<file path="config.mk">
export PLATFORM = sky130hd
export DESIGN_NAME = pbb_draw
export DESIGN_NICKNAME = d
export VERILOG_FILES = /design/src/rtl/pbb_pkg.sv /design/src/rtl/pbb_draw.sv
export SDC_FILE = /design/constraint.sdc
export NUM_CORES = 1
export LEC_CHECK = 0
export BUFFER_PORTS_ARGS = -buffer_cell sky130_fd_sc_hd__buf_4
export CAP_MARGIN = 20
export CORE_AREA = 2 2 114 138
export CTS_CLUSTER_SIZE = 16
export DETAILED_ROUTE_END_ITERATION = 8
export DIE_AREA = 0 0 116 140
export GPL_TIMING_DRIVEN = 0
export PLACE_DENSITY = 0.76
export SYNTH_ARGS = -nofsm -noshare
export SYNTH_HDL_FRONTEND = slang
export SYNTH_SLANG_ARGS = --single-unit
</file>
<file path="constraint.sdc">
create_clock -name clk_i -period 7.4 [get_ports clk_i]
set_clock_uncertainty 0.2 [all_clocks]
set_input_delay 0 -clock clk_i [delete_from_list [all_inputs] [get_ports clk_i]]
set_output_delay 0 -clock clk_i [all_outputs]
set_load 0.02 [all_outputs]
</file>
<file path="src/rtl/pbb_pkg.sv">
// ----------------------------------------------------------------------------
// pbb_pkg
// Shared constants and types of the page bitmap blitter: frame geometry,
// item function codes, register indexes and the memory operation word.
// ----------------------------------------------------------------------------
package pbb_pkg;

  // Frame geometry
  localparam int FRAME_COLS  = 128;
  localparam int FRAME_ROWS  = 64;
  localparam int STORE_DEPTH = FRAME_COLS * (FRAME_ROWS / 8);
  localparam int ADDR_W      = $clog2(STORE_DEPTH);

  // Wide working width for address arithmetic before range checks
  localparam int WIDE_W = 16;

  localparam logic [7:0]        COLS_B    = 8'(FRAME_COLS);
  localparam logic [7:0]        ROWS_B    = 8'(FRAME_ROWS);
  localparam logic [WIDE_W-1:0] DEPTH_W   = WIDE_W'(STORE_DEPTH);
  localparam logic [ADDR_W-1:0] LAST_ADDR = ADDR_W'(STORE_DEPTH - 1);

  // Item function codes
  localparam logic [1:0] FUNC_DRAW  = 2'd0;
  localparam logic [1:0] FUNC_READ  = 2'd1;
  localparam logic [1:0] FUNC_CLEAR = 2'd2;
  localparam logic [1:0] FUNC_NONE  = 2'd3;

  // Configuration register indexes
  localparam int CFG_IDX_W = 3;
  localparam logic [CFG_IDX_W-1:0] REG_POS_X      = 3'd0;
  localparam logic [CFG_IDX_W-1:0] REG_POS_Y      = 3'd1;
  localparam logic [CFG_IDX_W-1:0] REG_BMP_WIDTH  = 3'd2;
  localparam logic [CFG_IDX_W-1:0] REG_BMP_HEIGHT = 3'd3;
  localparam logic [CFG_IDX_W-1:0] REG_INVERT     = 3'd4;
  localparam logic [CFG_IDX_W-1:0] REG_SCROLL     = 3'd5;

  // Kind of framebuffer access
  typedef enum logic [1:0] {
    OP_RMW   = 2'd0,
    OP_READ  = 2'd1,
    OP_CLEAR = 2'd2
  } op_kind_e;

  // One framebuffer operation, issued to the store unit
  typedef struct packed {
    logic              valid;
    op_kind_e          kind;
    logic [ADDR_W-1:0] addr;
    logic [7:0]        data;   // OR value for a read-modify-write
    logic              zero;   // read beyond the store returns zero
  } op_t;

  // Store unit status back to the issue side
  typedef struct packed {
    logic take;   // head operation accepted this cycle
    logic busy;   // clearing sweep running
  } st_t;

endpackage

</file>
<file path="src/rtl/pbb_draw.sv">
// ----------------------------------------------------------------------------
// pbb_draw
// Configuration registers, blit column/page counters and clip geometry.
// Turns each accepted word into up to two framebuffer operations, held in
// two slots and issued to the store unit in order.
// ----------------------------------------------------------------------------
module pbb_draw import pbb_pkg::*; (
  input  logic                 clk_i,
  input  logic                 rst_ni,
  input  logic                 cfg_we_i,
  input  logic [CFG_IDX_W-1:0] cfg_idx_i,
  input  logic [7:0]           cfg_wdata_i,
  input  logic                 in_valid_i,
  output logic                 in_stall_o,
  input  logic [1:0]           func_i,
  input  logic                 first_i,
  input  logic [7:0]           pixel_byte_i,
  input  logic [9:0]           read_addr_i,
  output op_t                  op_o,
  input  st_t                  st_i
);

  logic [7:0] pos_x_q, pos_y_q, width_q, height_q, scroll_q;
  logic       invert_q;
  logic [7:0] col_q, col_d;
  logic [4:0] page_q, page_d;
  op_t        slot_q [2];
  op_t        slot_d [2];

  logic       acc, left_none;
  logic [7:0] col_eff, col_inc;
  logic [4:0] page_eff;
  logic       draw_go, v_drop, ok;
  logic [7:0] y, bottom, top, next, xx, dtop, dbot, mask, pix;
  logic [2:0] po;
  logic [15:0] spread;
  logic [WIDE_W-1:0] wa0, wa1, wr_addr;
  logic       op0_v, op1_v, rd_oor;
  op_t        new0, new1;

  // Configuration registers
  always_ff @(posedge clk_i or negedge rst_ni) begin
    if (!rst_ni) begin
      pos_x_q  <= '0;
      pos_y_q  <= '0;
      width_q  <= '0;
      height_q <= '0;
      invert_q <= 1'b0;
      scroll_q <= '0;
    end else if (cfg_we_i) begin
      unique case (cfg_idx_i)
        REG_POS_X:      pos_x_q  <= cfg_wdata_i;
        REG_POS_Y:      pos_y_q  <= cfg_wdata_i;
        REG_BMP_WIDTH:  width_q  <= cfg_wdata_i;
        REG_BMP_HEIGHT: height_q <= cfg_wdata_i;
        REG_INVERT:     invert_q <= cfg_wdata_i[0];
        REG_SCROLL:     scroll_q <= cfg_wdata_i;
        default: ;
      endcase
    end
  end

  // Issue: head slot goes to the store; a new word enters once both slots
  // drain, so a two-byte draw holds the input until its second byte issues
  assign op_o      = slot_q[0].valid ? slot_q[0] : slot_q[1];
  assign left_none = (!slot_q[0].valid && !slot_q[1].valid) ||
                     (slot_q[0].valid != slot_q[1].valid && st_i.take);
  assign in_stall_o = !(left_none && !st_i.busy);
  assign acc        = in_valid_i && !in_stall_o;

  // Counter state as seen by this word
  assign col_eff  = first_i ? 8'd0 : col_q;
  assign page_eff = first_i ? 5'd0 : page_q;
  assign col_inc  = col_eff + 8'd1;
  assign draw_go  = acc && (func_i == FUNC_DRAW) && (width_q != 8'd0) &&
                    (page_eff < height_q[7:3]);

  always_comb begin
    col_d  = col_q;
    page_d = page_q;
    if (draw_go) begin
      if (col_inc >= width_q) begin
        col_d  = 8'd0;
        page_d = page_eff + 5'd1;
      end else begin
        col_d  = col_inc;
        page_d = page_eff;
      end
    end else if (acc && (func_i == FUNC_DRAW) && first_i) begin
      col_d  = 8'd0;
      page_d = 5'd0;
    end
  end

  // Vertical geometry, all 8-bit wrapping
  assign y      = pos_y_q - scroll_q;
  assign po     = y[2:0];
  assign bottom = pos_y_q + height_q;
  assign top    = {page_eff, 3'b000} + y;
  assign next   = top + 8'd8;
  assign dtop   = pos_y_q - top;
  assign dbot   = next - bottom;
  assign v_drop = (scroll_q != 8'd0) &&
                  ((next < pos_y_q) || (next > ROWS_B) || (top > bottom));

  // Clip mask at the top and bottom edges, only while scrolled
  always_comb begin
    mask = 8'hFF;
    if (scroll_q != 8'd0) begin
      if (top < pos_y_q) begin
        mask = (dtop >= 8'd8) ? 8'd0 : (8'hFF << dtop[2:0]);
      end else if (next > bottom) begin
        mask = (dbot >= 8'd8) ? 8'd0 : (8'hFF >> dbot[2:0]);
      end
    end
  end

  assign xx  = pos_x_q + col_eff;
  assign ok  = draw_go && !v_drop && (xx < COLS_B);
  assign pix = (invert_q ? ~pixel_byte_i : pixel_byte_i) & mask;

  // Low byte lands in the top page, high byte spills into the next page
  assign spread = {8'd0, pix} << po;

  assign wa0   = WIDE_W'(top[7:3])  * WIDE_W'(FRAME_COLS) + WIDE_W'(xx);
  assign wa1   = WIDE_W'(next[7:3]) * WIDE_W'(FRAME_COLS) + WIDE_W'(xx);
  assign op0_v = ok && (top < ROWS_B) && (wa0 < DEPTH_W);
  assign op1_v = ok && (next < ROWS_B) && (po != 3'd0) && (wa1 < DEPTH_W);

  assign wr_addr = WIDE_W'(read_addr_i);
  assign rd_oor  = wr_addr >= DEPTH_W;

  // Operations for the incoming word; a lone spill byte moves to slot 0
  always_comb begin
    new0 = '0;
    new1 = '0;
    unique case (func_i)
      FUNC_DRAW: begin
        if (op0_v) begin
          new0 = '{valid: 1'b1, kind: OP_RMW, addr: wa0[ADDR_W-1:0],
                   data: spread[7:0], zero: 1'b0};
          new1 = '{valid: op1_v, kind: OP_RMW, addr: wa1[ADDR_W-1:0],
                   data: spread[15:8], zero: 1'b0};
        end else begin
          new0 = '{valid: op1_v, kind: OP_RMW, addr: wa1[ADDR_W-1:0],
                   data: spread[15:8], zero: 1'b0};
        end
      end
      FUNC_READ: begin
        new0 = '{valid: 1'b1, kind: OP_READ,
                 addr: rd_oor ? '0 : wr_addr[ADDR_W-1:0],
                 data: 8'd0, zero: rd_oor};
      end
      FUNC_CLEAR: begin
        new0 = '{valid: 1'b1, kind: OP_CLEAR, addr: '0, data: 8'd0, zero: 1'b0};
      end
      FUNC_NONE: ;
    endcase
  end

  // Slot update
  always_comb begin
    slot_d[0] = slot_q[0];
    slot_d[1] = slot_q[1];
    if (acc) begin
      slot_d[0] = new0;
      slot_d[1] = new1;
    end else if (st_i.take) begin
      if (slot_q[0].valid) begin
        slot_d[0].valid = 1'b0;
      end else begin
        slot_d[1].valid = 1'b0;
      end
    end
  end

  always_ff @(posedge clk_i or negedge rst_ni) begin
    if (!rst_ni) begin
      col_q     <= '0;
      page_q    <= '0;
      slot_q[0] <= '0;
      slot_q[1] <= '0;
    end else begin
      col_q     <= col_d;
      page_q    <= page_d;
      slot_q[0] <= slot_d[0];
      slot_q[1] <= slot_d[1];
    end
  end

endmodule

</file>
; ---- After elaboration in Yosys (flattened, before gate mapping)
; Index checks and enable logic that the tools add are counted.
[classes]
n_reduce_logical = 38
shift = 3
n_eq_ne = 9
magnitude_cmp = 15
add_sub_neg = 11
n_mul = 0
bitwise_logic = 2
mux = 25
div_mod_pow = 0
[ops]
columns = operator, count
row1 = 22-bit two-way mux, 4
row2 = 8-bit two-way mux, 10
row3 = 22-bit case mux with 3 select lines, 1
row4 = 12-bit by 8-bit adder with 13-bit output, 2
row5 = 13-bit by 11-bit < comparator with 1-bit output (second input constant), 2
row6 = 8-bit adder, 3
row7 = 8-bit subtractor, 3
row8 = 5-bit two-way mux, 4
row9 = 8-bit by 4-bit greater-or-equal comparator with 1-bit output (second input constant), 2
row10 = 8-bit greater-than comparator, 2
row11 = 1-bit logical AND, 16
row12 = 8-bit by 7-bit < comparator with 1-bit output (second input constant), 2
row13 = 8-bit < comparator, 2
row14 = 8-bit nonzero test, 2
row15 = 8-bit by 3-bit << shifter with 16-bit output, 1
row16 = 2-bit AND reduction, 7
row17 = 10-bit by 11-bit greater-or-equal comparator with 1-bit output (second input constant), 1
row18 = 10-bit two-way mux, 1
row19 = 8-bit by 1-bit adder with 8-bit output (second input constant), 1
row20 = 8-bit by 4-bit adder with 8-bit output (second input constant), 1
row21 = 8-bit AND, 1
row22 = 8-bit greater-or-equal comparator, 1
row23 = 8-bit by 7-bit greater-than comparator with 1-bit output (second input constant), 1
row24 = 8-bit < comparator (second input constant), 1
row25 = other kinds (19), 32
[word_totals]
mem_bits_rw = 0
rom_bits = 0
input_bits = 38
wordCells = 121
mem_count = 0
output_inout_bits = 23
regBits = 98
latch_bits = 0

; ---- Depth between registers and ports, before layout
; Gate-level depths: netlist of the first run.
[depth]
ltp_word = 16
ltp_mapped = 26
ltp_nobuf = 25

; ---- Least setup slack after synthesis of the first run
; Ideal clock, no wire load.
[synth_timing]
kind = register to register
from = register pos_y_q[0]
to = register slot_q[1] (netlist name)
n_path_buf = 0
setup_slack_ps = 1535
arrival_ps = 5544
stages_incl_launch_ff = 24
setup_time_ps = 121
t_required_ps = 7079
synth_period_minus_slack_ps = 5865
cell_sequence = dfrtp_1 > inv_1 > ha_1 > inv_1 > fa_1 > a21o_1 > a21oi_1 > xnor2_1 > inv_1 > fa_1 > xnor2_1 > inv_1 > nor2_1 > xor2_1 > ha_1 > and4b_1 > a21boi_1 > o31a_1 > o221ai_2 > nor3_4 > a221oi_1 > o32ai_2 > mux4_2 > a22o_1
[synth_between]
elab_chain_len = 14
elab_cells_between_ends = 35
cone_classes = 7 x add/sub / 9 x order compare / 3 x shift / 7 x mux / 1 x bitwise / 8 x reduce/logical
[synth_rtl]
columns = item, line
row1 = "start, declared", pbb_draw.sv:23  ; logic [7:0] pos_x_q, pos_y_q, width_q, height_q, scroll_q;
row2 = "start signal, assigned", pbb_draw.sv:53  ; REG_POS_Y: pos_y_q <= cfg_wdata_i;
row3 = branches (longest 12 deep; another with 8-bit subtractor), n/a
row4 = 22-bit two-way mux (*), pbb_draw.sv:139  ; if (op0_v) begin
row5 = 22-bit two-way mux (*), pbb_draw.sv:137  ; unique case (func_i)
row6 = "end, declared", pbb_draw.sv:27  ; op_t slot_q [2];
; Every way passes the cells marked *.
; A chain may end at the register's enable or synchronous reset.

; ---- Worst setup path in the final report of the first run
; Ends and elaborated chain as after synthesis.

==> impl.org, run 1 <==
** Floorplanning
- The die is 116 um wide.
- In this run the core area contains 49 standard-cell rows.
- The die is 140 um tall.
- The total area inside the core boundary comes to 14800 sq um.
- Number of ports placed on the die boundary :: 61
- Die Outline Area :: 16200 sq um
- For this configuration, the core starts out at a cell density of 0.522.

** STA
- Number of pins with negative max-slew slack in the final report :: 0
- Slew at the pin closest to its max-slew limit :: 0.903 ns
- Hold Vio Cnt, Final :: 1
- The worst pin sits at a relative slew slack of 0.396.
- For the finished layout, the period the worst path requires is 6.78 ns.
- Setup violations remaining at the end of the flow were counted as 0.
- Setup repair after global routing left no endpoint under its margin.
- In the final timing run, aggregate negative setup slack is 0 ns.
- Worst setup margin :: 0.619 ns
- Fmax :: 147 MHz
- Of the available clock period, the critical path in the final layout requires 0.916.
- Worst hold margin :: -0.00323 ns

** Worst hold path
- Class of the tightest hold or removal check :: in2async

** GRT
- Largest net degree at the start of global routing :: 74
- Global-route wire length before repair :: 33.8 mm
- Global route overflow :: 0
- Via count of the first global-routing pass :: 6922
- Global routing usage summed across all routing layers :: 0.262
- The initial antenna violation count is 0.

** Worst setup path
- Critical path capture point type :: flop
- The startpoint identified for the worst register-to-register timing path is pos_y_q[0]$_DFFE_PN0P_.
- Startpoint types :: flop
- The largest single stage delay on the critical path is 0.51 ns.
- Setup CP Type :: reg2reg
- The cell that appears most often on the critical path is sky130_fd_sc_hd__inv_1.
- Together, buffers and inverters on the worst path number 4.
- STA puts the critical path data arrival time at 6.82 ns.
- Cell family contributing the most delay on the critical path :: compound AO/OA/AOI/OAI gates
- STA puts the critical path data required time at 7.44 ns.
- The critical path starts at pos_y_q[0]$_DFFE_PN0P_.
- Walking the worst path, the cells encountered are inv_1, ha_1, inv_1, fa_1, a21o_1, a21oi_1, xnor2_1, inv_1, fa_1, xnor2_1, inv_1, nor2_1, xor2_1, ha_1, and4b_1, a21boi_1, o31a_1, o221ai_2, nor3_4, o31ai_2, o21ai_1, mux4_2, a22o_1.
- Largest fanout of any net on the critical path :: 5
- The slowest stage of the critical path belongs to the cell sky130_fd_sc_hd__mux4_2.

** Yosys
- Unique cell type count in the Yosys netlist :: 89
- The number of nets in the synthesized netlist is 970.
- Of all flip-flops after synthesis, the portion carrying an async set or reset was 1.00.
- Cell area after synthesis :: 7740 sq um
- Synth Flop Type :: sky130_fd_sc_hd__dfrtp_1
- Sorting the synthesized cells by area gives the leading types as sky130_fd_sc_hd__dfrtp_1 (30%), sky130_fd_sc_hd__ha_1 (13%), sky130_fd_sc_hd__mux2_2 (6.4%), sky130_fd_sc_hd__nand2_1 (3.9%), sky130_fd_sc_hd__inv_1 (3.2%).
- Summed over all instances, the cell type with the most area after synthesis is sky130_fd_sc_hd__dfrtp_1.
- Area share of the leading cell type in the synthesized netlist :: 0.300
- Post-synthesis sequential area ratio :: 0.300
- Synthesized area per cell :: 9.13 sq um
- Total of warnings raised by yosys :: 0
- In this run, synthesis produced a sequential element count of 93.
- In the synthesized netlist, the number of instances is 848.
- EDFF count, synth :: 0

** Clock network
- Setup Fix Bufs, Post-CTS :: 0
- The longest clock path from root to sink contains 2 buffers.
- Register clock-pin slew on the reported worst setup and hold paths :: 0.07 ns
- The H-tree was split into 3 levels.
- In this run, CTS created clock tree buffers numbering 9.
- TritonCTS built the clock tree.
- After clock tree synthesis, the repair step resized 0 gates.
- Total clock sinks :: 93
- The tree is rooted in a sky130_fd_sc_hd__clkbuf_16.
- Worst-skew pair later-pin latency :: 0.35 ns
- Hold bufs inserted after CTS :: 35

** Placed design
- Pre-CTS setup slack :: 0.655 ns
- Number of cells in the design after placement :: 1111
- Post-DP HPWL :: 15.9 mm
- RD Place Congestion :: 0.943
- In this run the cell area measured after placement is 8470 sq um.
- Port buffering added 58 buffers.

** Outcome
- Failing checks :: hold timing
- The run finished, with violations left.

** Finish
- Final net count :: 1075
- Summing all non-filler instances in the final layout gives an area of 9150 sq um.
- The area growth from synthesis to layout is 18.2%.
- Fraction of layout cells with a size suffix above 1 :: 0.158
- Total of fill cells in the finished design :: 1257
- Antenna Cells :: 0
- Leaving out filler cells and counting taps, the final layout contains 1162.
- Utilization of the core after routing :: 0.617

** Flow run
- Number of maximum-capacitance violations :: 0

** Routing
- Antenna Nets Post-Route :: 0
- Across all layers, the routed design uses 6964 vias.
- The routed design has 20.9 mm of wire.
- DRC violations left :: 0
- Routed length per instance :: 18.0 um
- The first routing iteration left 504 violations.
- Number of detailed-routing iterations run before antenna repair :: 6
- Number of vias per cell :: 5.99

** Power
- Internal Pwr Total :: 2.10 mW
- Of the total power, the share spent switching nets is 0.510.
- Combinational fraction of design power :: 0.726
- Sequential Power Share :: 0.152
- Clock power frac :: 0.122
- Power comes to 4.30 mW.
- IR drop worst, VDD :: 0.248 mV
- Total power density per cell area :: 469 nW/um^2
- Summed over all cells, the static leakage comes to 4.25 nW.
- In this run the power spent charging and discharging nets is 2.19 mW.
==> Yosys cell counts, types with 7 or more instances <==
cell / n
sky130_fd_sc_hd__dfrtp_1: 93
sky130_fd_sc_hd__nand2_1: 81
sky130_fd_sc_hd__ha_1: 78
sky130_fd_sc_hd__inv_1: 67
sky130_fd_sc_hd__nor2_1: 46
sky130_fd_sc_hd__mux2_2: 44
sky130_fd_sc_hd__o21ai_0: 44
sky130_fd_sc_hd__a21oi_1: 39
sky130_fd_sc_hd__xnor2_1: 28
sky130_fd_sc_hd__xor2_1: 24
sky130_fd_sc_hd__clkbuf_1: 22
sky130_fd_sc_hd__nand3_1: 20
sky130_fd_sc_hd__a21o_1: 19
sky130_fd_sc_hd__a22o_1: 16
sky130_fd_sc_hd__nor2b_1: 15
sky130_fd_sc_hd__nor3_1: 14
sky130_fd_sc_hd__a22oi_1: 11
sky130_fd_sc_hd__o211ai_1: 11
sky130_fd_sc_hd__and2_1: 9
sky130_fd_sc_hd__a211oi_1: 7
sky130_fd_sc_hd__nand2b_1: 7
sky130_fd_sc_hd__o21bai_1: 7
sky130_fd_sc_hd__o31ai_1: 7
==> logic make-up after synthesis <==
kind of cell    after synthesis  synth area share
flops                        93             0.300
xor+xnor                     53            0.0609
mux                          51            0.0746
other cells                   1          0.000484
buf+inv                      99            0.0507
fa+ha+maj                    84             0.142
compound gates              233             0.218
simple gates                234             0.153
==> cells in the final DEF (no fill, tap or decap), types with 9 or more instances in the layout <==
master,Yosys,layout
sky130_fd_sc_hd__a21o_1,19,19
sky130_fd_sc_hd__a21oi_1,39,39
sky130_fd_sc_hd__a22o_1,16,16
sky130_fd_sc_hd__a22oi_1,11,11
sky130_fd_sc_hd__and2_1,9,9
sky130_fd_sc_hd__buf_4,2,60
sky130_fd_sc_hd__clkbuf_1,22,23
sky130_fd_sc_hd__clkbuf_16,0,9
sky130_fd_sc_hd__dfrtp_1,93,93
sky130_fd_sc_hd__dlygate4sd3_1,0,35
sky130_fd_sc_hd__ha_1,78,78
sky130_fd_sc_hd__inv_1,67,67
sky130_fd_sc_hd__mux2_2,44,44
sky130_fd_sc_hd__nand2_1,81,81
sky130_fd_sc_hd__nand3_1,20,20
sky130_fd_sc_hd__nor2_1,46,46
sky130_fd_sc_hd__nor2b_1,15,15
sky130_fd_sc_hd__nor3_1,14,14
sky130_fd_sc_hd__o211ai_1,11,11
sky130_fd_sc_hd__o21ai_0,44,44
sky130_fd_sc_hd__xnor2_1,28,28
sky130_fd_sc_hd__xor2_1,24,24
==> routing by layer <==
layer	up-vias	global-route usage	part of all wire
met5	-	0	0
met4	0	0.114	0.036
met3	62	0.0359	0.043
met2	225	0.437	0.49
met1	3363	0.336	0.43
li1	3314	-	-
==> final timing paths <==
kind,to,slack (ns),depth (start not counted)
min in group clk_i,slot_q[29]$_DFFE_PN0P_,0.02,5
max in group asynchronous,slot_q[6]$_DFFE_PN0P_,5.77,3
setup reg to reg,slot_q[1]$_DFFE_PN0P_,0.62,23
hold reg to reg,slot_q[42]$_DFFE_PN0P_,0.28,2
setup / recovery,slot_q[1]$_DFFE_PN0P_,0.62,23
hold / removal,slot_q[37]$_DFFE_PN0P_,-0.003,3
==> worst min-delay path, stage by stage <==
cell and delay (ns):
sky130_fd_sc_hd__dlygate4sd3_1 0.53, sky130_fd_sc_hd__buf_4 0.13, sky130_fd_sc_hd__buf_16 0.29
==> power groups by stage <==
stage	clock network [mW]	registers [mW]	logic, mW
6_report	0.524	0.654	3.12
5_1_grt	0.545	0.662	3.42
4_1_cts	0.528	0.652	3.07
3_5_place_dp	0	0.661	3.03
3_3_place_gp	0	0.657	3.00
2_1_floorplan	0	0.634	2.37
==> flip-flops by register name (all words and copies together), names as in the netlist <==
register  flops
height_q      8
col_q         8
width_q       8
slot_q       39
pos_x_q       8
scroll_q      8
page_q        5
pos_y_q       8
invert_q      1
==> final cells by class <==
cell class | count | area (sq um) | share of cell area
inverter | 67 | 251 | 0.0275
clock inverter | 4 | 77.6 | 0.00847
tap | 204 | 255 | 0.0279
clock buffer | 12 | 256 | 0.0280
multi-input combinational | 656 | 5030 | 0.550
buffer | 32 | 141 | 0.0154
sequential | 93 | 2330 | 0.254
timing repair buffer | 94 | 813 | 0.0888
Power figures use the tool's default switching activity.
==> run 2, diff against run 1 <==
--- a/config.mk
+++ b/config.mk
@@ -5,12 +5,13 @@
 export SDC_FILE = /design/constraint.sdc
 export NUM_CORES = 1
 export LEC_CHECK = 0
+export ABC_AREA = 1
 export BUFFER_PORTS_ARGS = -buffer_cell sky130_fd_sc_hd__buf_4
 export CAP_MARGIN = 20
-export CORE_AREA = 2 2 114 138
+export CORE_AREA = 2 2 113 137
 export CTS_CLUSTER_SIZE = 16
 export DETAILED_ROUTE_END_ITERATION = 8
-export DIE_AREA = 0 0 116 140
+export DIE_AREA = 0 0 115 139
 export GPL_TIMING_DRIVEN = 0
 export PLACE_DENSITY = 0.76
 export SYNTH_ARGS = -nofsm -noshare
==> constraint.sdc (replaced) <==
create_clock -name clk_i -period 6.65 [get_ports clk_i]
set_clock_uncertainty 0.2 [all_clocks]
set_input_delay 0 -clock clk_i [delete_from_list [all_inputs] [get_ports clk_i]]
set_output_delay 0 -clock clk_i [all_outputs]
set_load 0.02 [all_outputs]
==> impl.org, run 2 <==
** Outcome
- Result of the run :: finished clean

** GRT
- Initial antenna violation count :: 0 (unchanged)
- The first-pass GRT wire length was 35.0 mm (+3.4%).
- Largest net degree at the start of global routing :: 63 (-15%)
- Via count of the first global-routing pass :: 7451 (+7.6%)
- The global routing usage summed across all routing layers came to 0.273 (+0.0119).
- The leftover overflow at the end of global routing was 0 (unchanged).

** Worst setup path
- STA classifies the critical path startpoint as a flop.
- The highest net fanout along the worst path is 8 (+3).
- Setup CP Type :: reg2reg
- The logic depth of the worst register-to-register path came to 34 (+48%).
- Master of the slowest instance on the critical path :: sky130_fd_sc_hd__a22oi_1
- Startpoint of the most critical setup path :: pos_y_q[0]$_DFFE_PN0P_
- Endpoint required time on the critical path :: 6.70 ns (-0.74 ns)
- Critical path's most frequent cell :: sky130_fd_sc_hd__nand2_1
- The worst setup path is captured at a flop.
- The delay contributed by the slowest stage of the critical path is 0.56 ns (+0.05 ns).
- The arrival time reported for the critical path endpoint was 5.94 ns (-0.88 ns).
- In this run the critical register-to-register path is captured at slot_q[27]$_DFFE_PN0P_.
- RR Startpoint :: pos_y_q[0]$_DFFE_PN0P_
- Register-to-register path setup slack :: 0.76 ns (+0.15 ns)

** STA
- Headroom to the max-slew limit :: 0.521 (+0.125)
- Slew at the pin closest to its max-slew limit :: 0.719 ns (-0.185 ns)
- Setup TNS :: 0 ns (unchanged)
- The number of setup violations in the final report was 0 (unchanged).
- Unrepaired setup endpoints after global routing :: no
- Final Critical Period :: 5.89 ns (-0.896 ns)
- The highest clock rate came to 170 MHz (+15%).
- Hold Vio Cnt, Final :: 0 (-1)
- The ratio of final minimum period to clock period was 0.885 (-0.0313).
- The total count of max-transition violations in the final report came to 0 (unchanged).

** Clock network
- The post-cts repair resize count was 0 (unchanged).
- The number of buffers inserted by hold repair at cts came to 35 (unchanged).
- The number of buffers created by CTS is 9 (unchanged).
- Worst-skew pair later-pin latency :: 0.36 ns (about the same)
- TritonCTS built the clock tree.
- Root buffer cell :: sky130_fd_sc_hd__clkbuf_16
- The post-CTS repair timing setup buffer count is 0 (unchanged).
- The number of levels in the clock H-tree came to 3 (unchanged).
- The maximum clock path buffer count is 2 (unchanged).
- The post-CTS clock slew at the launch and capture registers of the worst setup and hold paths came to 0.08 ns (about the same).
- Total clock sinks :: 93 (unchanged)

** Flow run
- The reported max-cap violation count is 0 (unchanged).

** Finish
- The layout cell share with drive strength beyond 1 was 0.0898 (-0.0679).
- The number of antenna repair diodes is 0 (unchanged).
- The post-route non-filler standard cell count came to 1370 (+18%).
- Reg with most FFs :: slot_q
- Final net count :: 1309 (+22%)
- Leaving out fill and tap cells, the most frequent cells in the layout are sky130_fd_sc_hd__nand2_1 (275), sky130_fd_sc_hd__inv_1 (162), sky130_fd_sc_hd__nand3_1 (120).
- Commonest non-fill, non-tap cell in the layout :: sky130_fd_sc_hd__nand2_1
- Relative to the synthesized area, the layout overhead comes to 17.5%.
- The flip-flop count of the largest register after layout came to 39 (unchanged).

** Yosys
- In the post-synthesis netlist, the biggest area contributors are sky130_fd_sc_hd__dfrtp_1 (30%), sky130_fd_sc_hd__nand2_1 (13%), sky130_fd_sc_hd__ha_1 (13%), sky130_fd_sc_hd__inv_1 (7.9%), sky130_fd_sc_hd__nand3_1 (7.8%).
- Number of nets in the synthesized netlist :: 1203 (+24%)
- Area share of the leading cell type in the synthesized netlist :: 0.303 (+0.00240)
- Post-synthesis sequential area ratio :: 0.303 (+0.00240)
- The unique cell type count in the Yosys netlist came to 49 (-45%).
- The combined area of all synthesized cells came to 7680 sq um (-0.79%).
- Total of warnings raised by yosys :: 0 (unchanged)
- Count leader, synth :: sky130_fd_sc_hd__nand2_1
- Fraction of registers with async set/reset :: 1.00 (unchanged)
- Most instantiated cells after synthesis :: sky130_fd_sc_hd__nand2_1 (275), sky130_fd_sc_hd__inv_1 (162), sky130_fd_sc_hd__nand3_1 (120)
- The mean instance size in the synthesized netlist was 7.11 sq um (-22%).
- The number of synthesized flops with an enable pin is 0 (unchanged).
- Cell taking the most area after synthesis :: sky130_fd_sc_hd__dfrtp_1
- Flop and latch count out of synthesis :: 93 (unchanged)
- The most used flip-flop cell after synthesis is sky130_fd_sc_hd__dfrtp_1.
- Post-Synthesis Cells :: 1081 (+27%)

** Routing
- DRC violations left :: 0 (unchanged)
- Sum of routed wire length over all layers :: 20.8 mm (-0.17%)
- Antenna Nets Post-Route :: 0 (unchanged)
- Number of vias per cell :: 5.51 (-8.0%)
- The total via count after detailed routing was 7555 (+8.5%).
- Routed length per instance :: 15.2 um (-15%)
- The iteration count of the initial detailed-routing pass came to 5 (-1).
- Detailed Route Iter0 Violations :: 654 (+30%)

** Placed design
- The routability congestion estimate from global placement came to 0.927 (-1.8%).
- The half-perimeter wire length after detailed placement was 15.5 mm (-2.9%).
- Number of cells in the design after placement :: 1319 (+19%)
- Buffers added on ports :: 59 (+1.7%)

** Power
- The total leakage power is 4.77 nW (+12%).
- The power density over the cells came to 535 nW/um^2 (+14%).
- IR drop worst, VDD :: 0.262 mV (+5.6%)

** Worst hold path
- Hold Crit Depth :: 6
- Class of the tightest hold or removal check :: in2reg
- The worst hold path begins at pixel_byte_i[1].
- Hold endpoint :: slot_q[26]$_DFFE_PN0P_

** Floorplanning
- Initial standard-cell utilization of the core :: 0.522 (about the same)
- The die footprint was 16000 sq um (-1.6%).
- Cell Rows :: 49 (unchanged)
- Area inside the core boundary :: 14700 sq um (-0.83%)
- Number of ports placed on the die boundary :: 61 (unchanged)
- Width of the die :: 115 um (-0.86%)
- Die Ht :: 139 um (-0.71%)
## run 2: cell count changes after synthesis, sizes merged, moves of 19 or more
cell	before	now
xnor2	29	10
o21ai	48	79
nand2	81	283
nand3	20	123
inv	67	165
mux2	44	0
## run 2: per-stage QoR
stage                      util  instance area [sq um]  setup slack, ns  power [mW]  hold slack, ns
final                     0.614                   9030            0.765        4.83          0.0223
after global placement    0.567                   8350            0.971        4.18          0.0675
after global routing      0.614                   9030            0.272        5.40          0.0612
after CTS                 0.614                   9030            0.868        4.80          0.0169
after detailed placement  0.569                   8380            0.918        4.25          -0.226
after floorplan               -                   7680             1.76        3.51          -0.496
## run 2: how the worst max path moves through the flow
| stage | end | slack [ns] | cells past startpoint |
|---|---|---|---|
| 5_1_grt | slot_q[2]$_DFFE_PN0P_ | 0.27 | 32 |
| 2_1_floorplan | slot_q[2]$_DFFE_PN0P_ | 1.76 | 32 |
| 3_3_place_gp | slot_q[27]$_DFFE_PN0P_ | 0.97 | 34 |
| 6_report | slot_q[27]$_DFFE_PN0P_ | 0.76 | 34 |
| 3_5_place_dp | slot_q[27]$_DFFE_PN0P_ | 0.92 | 34 |
| 4_1_cts | slot_q[27]$_DFFE_PN0P_ | 0.87 | 34 |
## run 2: power by group
group	internal (mW)	total [mW]	switching, mW
logic	1.24	3.56	2.33
clock network	0.263	0.513	0.250
registers	0.675	0.759	0.0846
total	2.17	4.83	2.66
## run 2: cell type report
type,instances,area (sq um)
sequential,93,2330
buffer,26,121
fill,1315,5680
tap,178,223
clock buffer,9,225
inverter,167,627
clock inverter,7,68.8
multi-input combinational,795,4610
timing repair buffer,95,831
## run 2: logic make-up after synthesis
logic type / Yosys count / synth area share
compound gates: 172 / 0.127
xor+xnor: 33 / 0.0405
fa+ha+maj: 84 / 0.143
buf+inv: 193 / 0.0974
flops: 93 / 0.303
mux: 1 / 0.00130
other cells: 1 / 0.000488
simple gates: 504 / 0.288
## run 2: worst max-delay path, delay by kind of cell (launching register included)
family | cells | cell delay (ns)
AND/OR/NAND/NOR | 22 | 2.33
AO/OA/AOI/OAI | 1 | 0.56
buffers and inverters | 6 | 0.58
adder cells (fa/ha/maj) | 5 | 1.66
flip-flops | 1 | 0.47
## run 2: metal layers
metal  up-vias  GRT usage  routed length [um]
met2       253      0.463               10200
met5         -          0                   0
met4         0      0.133                 785
met1      3477      0.341                8910
li1       3762          -                   -
met3        63     0.0354                 924
